===== src/hw/rtl/rss_pkg.sv =====
// Shared types and constants for the running sample statistics block.
`default_nettype none

package rss_pkg;

   localparam int SAMPLE_W  = 16;
   localparam int COUNT_W   = 24;
   localparam int FRAC_W    = 8;
   localparam int SUM_W     = 40;
   localparam int SQ_W      = 54;
   localparam int DIV_W     = 62;
   localparam int MEAN_W    = 24;
   localparam int VAR_W     = 38;
   localparam int DEV_W     = 24;
   localparam int ROOT_W    = 23;
   localparam int XSQ_W     = 46;
   localparam int REM_W     = 26;
   localparam int CNT_W     = 6;
   localparam int MUL_W     = 24;
   localparam int PROD_W    = 48;
   localparam int MSQ_W     = 39;

   localparam logic [COUNT_W-1:0]  COUNT_LIMIT = {COUNT_W{1'b1}};
   localparam logic [SAMPLE_W-1:0] SAMPLE_MAX  = {1'b0, {(SAMPLE_W-1){1'b1}}};
   localparam logic [SAMPLE_W-1:0] SAMPLE_MIN  = {1'b1, {(SAMPLE_W-1){1'b0}}};
   localparam logic [VAR_W-1:0]    VAR_MAX     = {VAR_W{1'b1}};

   localparam logic CMD_ADD   = 1'b0;
   localparam logic CMD_CLEAR = 1'b1;

   typedef struct packed {
      logic                       command;
      logic signed [SAMPLE_W-1:0] sample;
   } req_type;

   typedef struct packed {
      logic [COUNT_W-1:0]         sample_count;
      logic signed [MEAN_W-1:0]   mean_value;
      logic [VAR_W-1:0]           variance_value;
      logic [DEV_W-1:0]           deviation_value;
      logic signed [SAMPLE_W-1:0] largest_sample;
      logic signed [SAMPLE_W-1:0] smallest_sample;
      logic                       count_full;
   } rsp_type;

   typedef struct packed {
      logic load;
      logic step;
   } lane_ctrl_type;

   typedef enum logic [8:0] {
      ST_IDLE     = 9'b000000001,
      ST_SQUARE   = 9'b000000010,
      ST_UPDATE   = 9'b000000100,
      ST_LOAD     = 9'b000001000,
      ST_DIVIDE   = 9'b000010000,
      ST_MEAN_SQ  = 9'b000100000,
      ST_VARIANCE = 9'b001000000,
      ST_ROOT     = 9'b010000000,
      ST_DONE     = 9'b100000000
   } state_type;

endpackage

`default_nettype wire


===== src/hw/rtl/rss_div_lane.sv =====
// Bit-serial restoring divider lane: one quotient bit per step.
`default_nettype none

module rss_div_lane (
   input  wire logic                          clock,
   input  wire rss_pkg::lane_ctrl_type        ctrl,
   input  wire logic [rss_pkg::DIV_W-1:0]     dividend,
   input  wire logic [rss_pkg::COUNT_W-1:0]   divisor,
   output logic      [rss_pkg::DIV_W-1:0]     quotient
);

   logic [rss_pkg::DIV_W-1:0]   dsr_ff, dsr_in;
   logic [rss_pkg::COUNT_W-1:0] rem_ff, rem_in;
   logic [rss_pkg::DIV_W-1:0]   quo_ff, quo_in;
   logic [rss_pkg::COUNT_W:0]   trial;
   logic                        fits;

   always_comb begin
      trial  = {rem_ff, dsr_ff[rss_pkg::DIV_W-1]};
      fits   = trial >= {1'b0, divisor};
      dsr_in = dsr_ff;
      rem_in = rem_ff;
      quo_in = quo_ff;
      if (ctrl.load) begin
         dsr_in = dividend;
         rem_in = '0;
         quo_in = '0;
      end else if (ctrl.step) begin
         dsr_in = {dsr_ff[rss_pkg::DIV_W-2:0], 1'b0};
         // The partial remainder stays below the divisor, so it fits back.
         rem_in = fits ? rss_pkg::COUNT_W'(trial - {1'b0, divisor})
                       : trial[rss_pkg::COUNT_W-1:0];
         quo_in = {quo_ff[rss_pkg::DIV_W-2:0], fits};
      end
   end

   always_ff @(posedge clock) begin
      dsr_ff <= dsr_in;
      rem_ff <= rem_in;
      quo_ff <= quo_in;
   end

   assign quotient = quo_ff;

endmodule

`default_nettype wire


===== src/hw/rtl/running_sample_statistics_top.sv =====
// Top level of the running sample statistics block.
//
// Each request on the req_ channel either adds one signed sample
// (command add) or clears all statistics (command clear). For every
// request exactly one response leaves on the rsp_ channel with the count,
// the mean, the population variance, the standard deviation (all with
// eight fraction bits), the largest and smallest sample and a flag that
// is set while the count is saturated. All statistics read zero while the
// count is zero.
// One request is worked on at a time. For a nonzero count the time of a request
// is set by two bit-serial dividers that run side by side and by a square root
// that takes two radicand bits per cycle; a request with a zero count skips them.
// The finished response waits in an output register, so the next request
// is taken while a response is stalled; a request only waits for that
// register when its own response is ready. Synchronous reset clears the
// statistics and drops the response valid.
`default_nettype none

module running_sample_statistics_top (
   input  wire logic             clock,
   input  wire logic             reset,
   input  wire logic             req_valid,
   output logic                  req_stall,
   input  wire rss_pkg::req_type req_data,
   output logic                  rsp_valid,
   input  wire logic             rsp_stall,
   output rss_pkg::rsp_type      rsp_data
);

   rss_pkg::state_type state_ff, state_in;

   // Request held for the duration of the work.
   logic                          cmd_ff, cmd_in;
   logic [rss_pkg::SAMPLE_W-1:0]  smp_ff, smp_in;

   // Running statistics.
   logic [rss_pkg::COUNT_W-1:0]   count_ff, count_in;
   logic [rss_pkg::SUM_W-1:0]     sum_ff, sum_in;
   logic [rss_pkg::SQ_W-1:0]      sq_ff, sq_in;
   logic [rss_pkg::SAMPLE_W-1:0]  max_ff, max_in;
   logic [rss_pkg::SAMPLE_W-1:0]  min_ff, min_in;

   // Shared multiplier with its registered product.
   logic [rss_pkg::MUL_W-1:0]     mul_a;
   logic [rss_pkg::PROD_W-1:0]    prod_ff, prod_in;

   // Step counter for the divider and the square root.
   logic [rss_pkg::CNT_W-1:0]     cnt_ff, cnt_in;

   // Square root datapath.
   logic [rss_pkg::VAR_W-1:0]     var_ff, var_in;
   logic [rss_pkg::XSQ_W-1:0]     x_ff, x_in;
   logic [rss_pkg::REM_W-1:0]     rem_ff, rem_in;
   logic [rss_pkg::ROOT_W-1:0]    root_ff, root_in;
   logic [rss_pkg::REM_W-1:0]     rem_trial;
   logic [rss_pkg::REM_W-1:0]     root_trial;

   // Response register.
   logic                          rsp_valid_ff, rsp_valid_in;
   rss_pkg::rsp_type              rsp_ff, rsp_in;

   logic                          req_take;
   logic                          rsp_free;
   logic [rss_pkg::SAMPLE_W:0]    smp_ext;
   logic [rss_pkg::SAMPLE_W:0]    smp_mag;
   logic                          sum_neg;
   logic [rss_pkg::SUM_W-1:0]     sum_mag;
   logic [rss_pkg::DIV_W-1:0]     quo_mean;
   logic [rss_pkg::DIV_W-1:0]     quo_msq;
   logic [rss_pkg::MEAN_W-1:0]    mean_mag;
   logic [rss_pkg::SUM_W-1:0]     msq_ext;
   logic [rss_pkg::SUM_W-1:0]     m2_val;
   logic [rss_pkg::SUM_W-1:0]     var_diff;
   logic [rss_pkg::DIV_W-1:0]     dividend_mean;
   logic [rss_pkg::DIV_W-1:0]     dividend_msq;
   rss_pkg::lane_ctrl_type        lane_ctrl;

   assign req_take  = req_valid && !req_stall;
   assign req_stall = (state_ff != rss_pkg::ST_IDLE);
   assign rsp_free  = !rsp_valid_ff || !rsp_stall;

   assign smp_ext = {smp_ff[rss_pkg::SAMPLE_W-1], smp_ff};
   assign smp_mag = smp_ff[rss_pkg::SAMPLE_W-1] ? ((rss_pkg::SAMPLE_W+1)'(0) - smp_ext)
                                                 : smp_ext;

   // The sum magnitude stays below 2^39, so its top bit is always clear.
   assign sum_neg = sum_ff[rss_pkg::SUM_W-1];
   assign sum_mag = sum_neg ? (rss_pkg::SUM_W'(0) - sum_ff) : sum_ff;

   assign dividend_mean = {{(rss_pkg::DIV_W-rss_pkg::SUM_W+1-rss_pkg::FRAC_W){1'b0}},
                           sum_mag[rss_pkg::SUM_W-2:0], {rss_pkg::FRAC_W{1'b0}}};
   assign dividend_msq  = {sq_ff, {rss_pkg::FRAC_W{1'b0}}};

   assign lane_ctrl.load = (state_ff == rss_pkg::ST_LOAD);
   assign lane_ctrl.step = (state_ff == rss_pkg::ST_DIVIDE);

   rss_div_lane u_div_mean (
      .clock    (clock),
      .ctrl     (lane_ctrl),
      .dividend (dividend_mean),
      .divisor  (count_ff),
      .quotient (quo_mean)
   );

   rss_div_lane u_div_msq (
      .clock    (clock),
      .ctrl     (lane_ctrl),
      .dividend (dividend_msq),
      .divisor  (count_ff),
      .quotient (quo_msq)
   );

   // The mean magnitude never exceeds 2^23, so 24 quotient bits hold it.
   assign mean_mag = quo_mean[rss_pkg::MEAN_W-1:0];
   assign msq_ext  = {1'b0, quo_msq[rss_pkg::MSQ_W-1:0]};
   assign m2_val   = prod_ff[rss_pkg::PROD_W-1:rss_pkg::FRAC_W];
   assign var_diff = (msq_ext > m2_val) ? (msq_ext - m2_val) : '0;

   // One multiplier serves the sample square and the mean square.
   assign mul_a = (state_ff == rss_pkg::ST_SQUARE)
                  ? {{(rss_pkg::MUL_W-rss_pkg::SAMPLE_W-1){1'b0}}, smp_mag}
                  : mean_mag;

   assign rem_trial  = {rem_ff[rss_pkg::REM_W-3:0], x_ff[rss_pkg::XSQ_W-1 -: 2]};
   assign root_trial = {1'b0, root_ff, 2'b01};

   always_comb begin
      state_in     = state_ff;
      cmd_in       = cmd_ff;
      smp_in       = smp_ff;
      count_in     = count_ff;
      sum_in       = sum_ff;
      sq_in        = sq_ff;
      max_in       = max_ff;
      min_in       = min_ff;
      prod_in      = prod_ff;
      cnt_in       = cnt_ff;
      var_in       = var_ff;
      x_in         = x_ff;
      rem_in       = rem_ff;
      root_in      = root_ff;
      rsp_in       = rsp_ff;
      rsp_valid_in = rsp_valid_ff && rsp_stall;

      unique case (state_ff)
         rss_pkg::ST_IDLE: begin
            if (req_take) begin
               cmd_in   = req_data.command;
               smp_in   = req_data.sample;
               state_in = rss_pkg::ST_SQUARE;
            end
         end
         rss_pkg::ST_SQUARE: begin
            prod_in  = mul_a * mul_a;
            state_in = rss_pkg::ST_UPDATE;
         end
         rss_pkg::ST_UPDATE: begin
            if (cmd_ff == rss_pkg::CMD_CLEAR) begin
               count_in = '0;
               sum_in   = '0;
               sq_in    = '0;
               max_in   = rss_pkg::SAMPLE_MIN;
               min_in   = rss_pkg::SAMPLE_MAX;
            end else if (count_ff != rss_pkg::COUNT_LIMIT) begin
               // A saturated count ignores the sample entirely.
               count_in = count_ff + 1'b1;
               sum_in   = sum_ff + {{(rss_pkg::SUM_W-rss_pkg::SAMPLE_W){smp_ff[rss_pkg::SAMPLE_W-1]}},
                                    smp_ff};
               sq_in    = sq_ff + {{(rss_pkg::SQ_W-rss_pkg::PROD_W){1'b0}}, prod_ff};
               if ($signed(smp_ff) > $signed(max_ff)) begin
                  max_in = smp_ff;
               end
               if ($signed(smp_ff) < $signed(min_ff)) begin
                  min_in = smp_ff;
               end
            end
            state_in = rss_pkg::ST_LOAD;
         end
         rss_pkg::ST_LOAD: begin
            cnt_in   = rss_pkg::CNT_W'(rss_pkg::DIV_W - 1);
            state_in = (count_ff == '0) ? rss_pkg::ST_DONE : rss_pkg::ST_DIVIDE;
         end
         rss_pkg::ST_DIVIDE: begin
            if (cnt_ff == '0) begin
               state_in = rss_pkg::ST_MEAN_SQ;
            end else begin
               cnt_in = cnt_ff - 1'b1;
            end
         end
         rss_pkg::ST_MEAN_SQ: begin
            prod_in  = mul_a * mul_a;
            state_in = rss_pkg::ST_VARIANCE;
         end
         rss_pkg::ST_VARIANCE: begin
            if (var_diff > {{(rss_pkg::SUM_W-rss_pkg::VAR_W){1'b0}}, rss_pkg::VAR_MAX}) begin
               var_in = rss_pkg::VAR_MAX;
            end else begin
               var_in = var_diff[rss_pkg::VAR_W-1:0];
            end
            x_in     = {var_in, {rss_pkg::FRAC_W{1'b0}}};
            rem_in   = '0;
            root_in  = '0;
            cnt_in   = rss_pkg::CNT_W'(rss_pkg::ROOT_W - 1);
            state_in = rss_pkg::ST_ROOT;
         end
         rss_pkg::ST_ROOT: begin
            // Digit-by-digit square root, one root bit per cycle.
            x_in = {x_ff[rss_pkg::XSQ_W-3:0], 2'b00};
            if (rem_trial >= root_trial) begin
               rem_in  = rem_trial - root_trial;
               root_in = {root_ff[rss_pkg::ROOT_W-2:0], 1'b1};
            end else begin
               rem_in  = rem_trial;
               root_in = {root_ff[rss_pkg::ROOT_W-2:0], 1'b0};
            end
            if (cnt_ff == '0) begin
               state_in = rss_pkg::ST_DONE;
            end else begin
               cnt_in = cnt_ff - 1'b1;
            end
         end
         rss_pkg::ST_DONE: begin
            if (rsp_free) begin
               rsp_valid_in          = 1'b1;
               rsp_in.sample_count   = count_ff;
               rsp_in.count_full     = (count_ff == rss_pkg::COUNT_LIMIT);
               if (count_ff == '0) begin
                  rsp_in.mean_value      = '0;
                  rsp_in.variance_value  = '0;
                  rsp_in.deviation_value = '0;
                  rsp_in.largest_sample  = '0;
                  rsp_in.smallest_sample = '0;
               end else begin
                  rsp_in.mean_value      = sum_neg ? (rss_pkg::MEAN_W'(0) - mean_mag)
                                                   : mean_mag;
                  rsp_in.variance_value  = var_ff;
                  rsp_in.deviation_value = {1'b0, root_ff};
                  rsp_in.largest_sample  = max_ff;
                  rsp_in.smallest_sample = min_ff;
               end
               state_in = rss_pkg::ST_IDLE;
            end
         end
         default: begin
            state_in = rss_pkg::ST_IDLE;
         end
      endcase
   end

   always_ff @(posedge clock) begin
      if (reset) begin
         state_ff     <= rss_pkg::ST_IDLE;
         rsp_valid_ff <= 1'b0;
         count_ff     <= '0;
         sum_ff       <= '0;
         sq_ff        <= '0;
         max_ff       <= rss_pkg::SAMPLE_MIN;
         min_ff       <= rss_pkg::SAMPLE_MAX;
      end else begin
         state_ff     <= state_in;
         rsp_valid_ff <= rsp_valid_in;
         count_ff     <= count_in;
         sum_ff       <= sum_in;
         sq_ff        <= sq_in;
         max_ff       <= max_in;
         min_ff       <= min_in;
      end
   end

   always_ff @(posedge clock) begin
      cmd_ff  <= cmd_in;
      smp_ff  <= smp_in;
      prod_ff <= prod_in;
      cnt_ff  <= cnt_in;
      var_ff  <= var_in;
      x_ff    <= x_in;
      rem_ff  <= rem_in;
      root_ff <= root_in;
      rsp_ff  <= rsp_in;
   end

   assign rsp_valid = rsp_valid_ff;
   assign rsp_data  = rsp_ff;

endmodule

`default_nettype wire

===== config.mk =====
export PLATFORM = sky130hd
export DESIGN_NAME = running_sample_statistics_top
export DESIGN_NICKNAME = d
export VERILOG_FILES = /design/src/hw/rtl/rss_pkg.sv /design/src/hw/rtl/rss_div_lane.sv /design/src/hw/rtl/running_sample_statistics_top.sv
export SDC_FILE = /design/constraint.sdc
export NUM_CORES = 2
export LEC_CHECK = 0
export ABC_CLOCK_PERIOD_IN_PS = 8950
export BUFFER_PORTS_ARGS = -buffer_cell sky130_fd_sc_hd__clkbuf_2
export CAP_MARGIN = 20
export CORE_MARGIN = 10
export CORE_UTILIZATION = 35
export DETAILED_ROUTE_END_ITERATION = 10
export PLACE_DENSITY = 0.55
export SYNTH_ARGS = -nofsm -noshare
export SYNTH_HDL_FRONTEND = slang
export SYNTH_HIERARCHICAL = 1
export SYNTH_SLANG_ARGS = --single-unit
export TNS_END_PERCENT = 50

===== constraint.sdc =====
create_clock -name clock -period 8.95 [get_ports clock]
set_input_delay 0 -clock clock [delete_from_list [all_inputs] [get_ports clock]]
set_output_delay 0 -clock clock [all_outputs]
set_load 0.02 [all_outputs]

==> run_results.csv <==
group,metric,value,unit
finish,drive_above_1_share,15.2,%
power_and_ir_drop,combPwrFrac,8.1,%
clock_network,cts_tree,"built",
global_routing,grt_pass1_vias,43500,
routing,vias,43600,
timing,hold_viol,0,
min_path,min_from,"req_data[10]",
power_and_ir_drop,ir_drop,0.134,mV
clock_network,htreeDepth,3,
routing,ant_nets,0,
timing,slew_headroom,23.8,%
power_and_ir_drop,internal_power,5.68,mW
synthesis,yosys_warnings,6,
floorplanning,core,163000,µm²
setup_path,crit_family,"adder cells",
synthesis,netlist_area,57500,µm²
setup_path,cp-start-kind,"flop",
routing,drtIter0Drc,2827,
status,failed_checks,"negative setup slack",
timing,rsz0062_at_grt,"yes",
finish,syn2layout_area_growth,15.6,%
timing,fmax,0.112,GHz
min_path,hold_path_class,"input pin to flop",
floorplanning,rows,148,
timing,layout_min_cycle_time,8960,ps
power_and_ir_drop,switchingPower,1.89,mW
setup_path,r2r-start,"state_ff[2]",
place,hpwlAfterDp,122,mm
routing,wl,158,mm
clock_network,clock_path_buffers,3,
setup_path,crit_type,"flop to flop",
setup_path,path_buf_inv,9,
finish,diodes,0,
clock_network,cts-root-buf,"clkbuf_16",
setup_path,endpoint_kind,"flop",
global_routing,grtUsageTotal,17.0,%
setup_path,cp.depth,32,
power_and_ir_drop,power.share.clock,44.6,%
clock_network,cts.clk_slew.worst_paths,60,ps
global_routing,grt_pass1_wl,249,mm
clock_network,clkLatencyLatePin,730,ps
power_and_ir_drop,p_leak,30.2,nW
power_and_ir_drop,seq_power_share,47.3,%
setup_path,cpMostUsedCell,"fa_1",
power_and_ir_drop,p_per_area,114,nW/µm²
floorplanning,dieHeight,425,µm
place,post_dp_cell_area,62300,µm²
flow_run,drv_cap,0,
power_and_ir_drop,p_sw_share,25.0,%
timing,layout_setup_ws,-5.38,ps
finish,layout.nets,7192,
routing,drc_errors,0,
floorplanning,die-area,181000,µm²
routing,viasPerCell,5.09,
global_routing,grt-ovfl-total,0,
place,globalplace.congestion,0.916,
floorplanning,initial_core_util,35.3,%
setup_path,r2r_slack,-5,ps
timing,worst_slew_pin_slew,1140,ps
setup_path,cp_max_fo,7,
status,status,"complete, but fails checks",
global_routing,antenna_found_initial,2,
routing,detail_route.first_pass.iterations,5,
timing,setup_viol,1,
floorplanning,die_x,425,µm
setup_path,timing.rr.end,"prod_ff[39]",
power_and_ir_drop,p_total,7.57,mW
setup_path,cp.required,9380,ps
finish,fin_util,40.8,%
clock_network,numCtsBuffers,83,
clock_network,numClockSinks,730,
min_path,min_to,"smp_ff[10]",
place,portBuffers,164,
synthesis,syn_area_per_cell,9.66,µm²
setup_path,r2r_cells,32,
timing,skew,108,ps
routing,wire_per_inst,18.5,µm
synthesis,netlist_instances,5951,
timing,post-route-period-util,100,%
floorplanning,io_pins,166,
global_routing,grt_max_degree,140,
setup_path,arrival,9380,ps
finish,design_area,66500,µm²
min_path,hold_depth,2,
setup_path,slowest_stage,"fa_2",
setup_path,cpPeakStageDelay,540,ps
timing,slew_violations,0,
-- metrics by stage --
stage | std cells | setup TNS [ps] | setup WS [ps] | hold WS [ps]
final | 8569 | -5.38 | -5.38 | 69.0
after global placement | 8347 | -270 | -85.3 | 177
after CTS | 8549 | -14.7 | -10.5 | 0.427
after detailed placement | 8347 | -1810 | -242 | 179
after global routing | 8569 | -1210 | -282 | 35.6
after floorplan | 5982 | 0 | 58.8 | 98.9
-- worst max path at each step --
stage                           start           to  slack [ps]
after floorplan           state_ff[2]  prod_ff[41]          60
after global placement      smp_ff[8]  prod_ff[39]         -90
after detailed placement  state_ff[2]  prod_ff[45]        -240
after CTS                 state_ff[2]  prod_ff[45]         -10
after global routing      state_ff[2]  prod_ff[39]        -280
final                     state_ff[2]  prod_ff[39]          -5
-- registers in the layout (all words and copies together), names as in the netlist, 38 cells and up --
name and cells:
rsp_data 142, u_div_mean/dsr_ff 62, u_div_msq/dsr_ff 62, sq_ff 54, prod_ff 47, sum_ff 40
u_div_msq/quotient 39, var_ff 38, x_ff 38
-- cell usage in the layout (no fill, tap or decap), drive strengths merged, types with 34 or more instances in the layout --
master  instances
nand3          93
nor2b         104
nand4          50
a22oi          48
mux2i         106
or3            46
and3          112
a31oi          34
nor3           73
inv           806
o31ai          40
nand2         467
o21a           53
dfxtp         271
fa            435
a21o          132
ha            407
edfxtp        459
buf           321
xor2          116
nor2          535
a21oi         312
xnor2         195
o21ai         265
nand2b         44
mux2          124
a311oi         35
a211oi         34
clkbuf        275
-- cell type report --
cell class | instances | area [µm²]
tap | 2175 | 2720
clock buffer | 112 | 2260
inverter | 806 | 3040
multi-input combinational | 4196 | 35000
sequential | 730 | 19200
timing repair buffer | 512 | 3780
clock inverter | 38 | 438
fill | 16200 | 96500
-- layer usage --
metal  global-route usage (%)  share of wire [%]
met1                     23.5                 46
met2                     28.0                 47
met3                     2.12                4.3
met4                     4.85                3.0
met5                        0             0.0082
-- worst reg2reg max path, delay by kind of cell, from the launching register on --
family	cells	cell delay (ps)
compound gates	5	970
xor+xnor	1	140
fa+ha+maj	8	3780
buf+inv	9	740
flops	1	320
simple gates	9	2710
-- power by group through the flow --
stage	Sequential, mW	Clock (mW)	Combinational [mW]
2_1_floorplan	3.65	0	0.406
3_3_place_gp	3.65	0	0.575
3_5_place_dp	3.65	0	0.576
4_1_cts	3.58	3.47	0.601
5_1_grt	3.58	3.61	0.673
6_report	3.58	3.38	0.611
-- timing repair --
| item | 4_1_cts | 5_1_grt |
|---|---|---|
| gates cloned | 1 | 1 |
| resized for setup | 111 | 108 |
| endpoints found under the hold margin | 75 | 0 |
| hold buffers | 27 | 0 |
| buffers inserted | 24 | 17 |
| pin swaps | 77 | 73 |
| setup endpoints to repair | 15 | 20 |
Note: power is estimated with default switching activity, not from simulation.
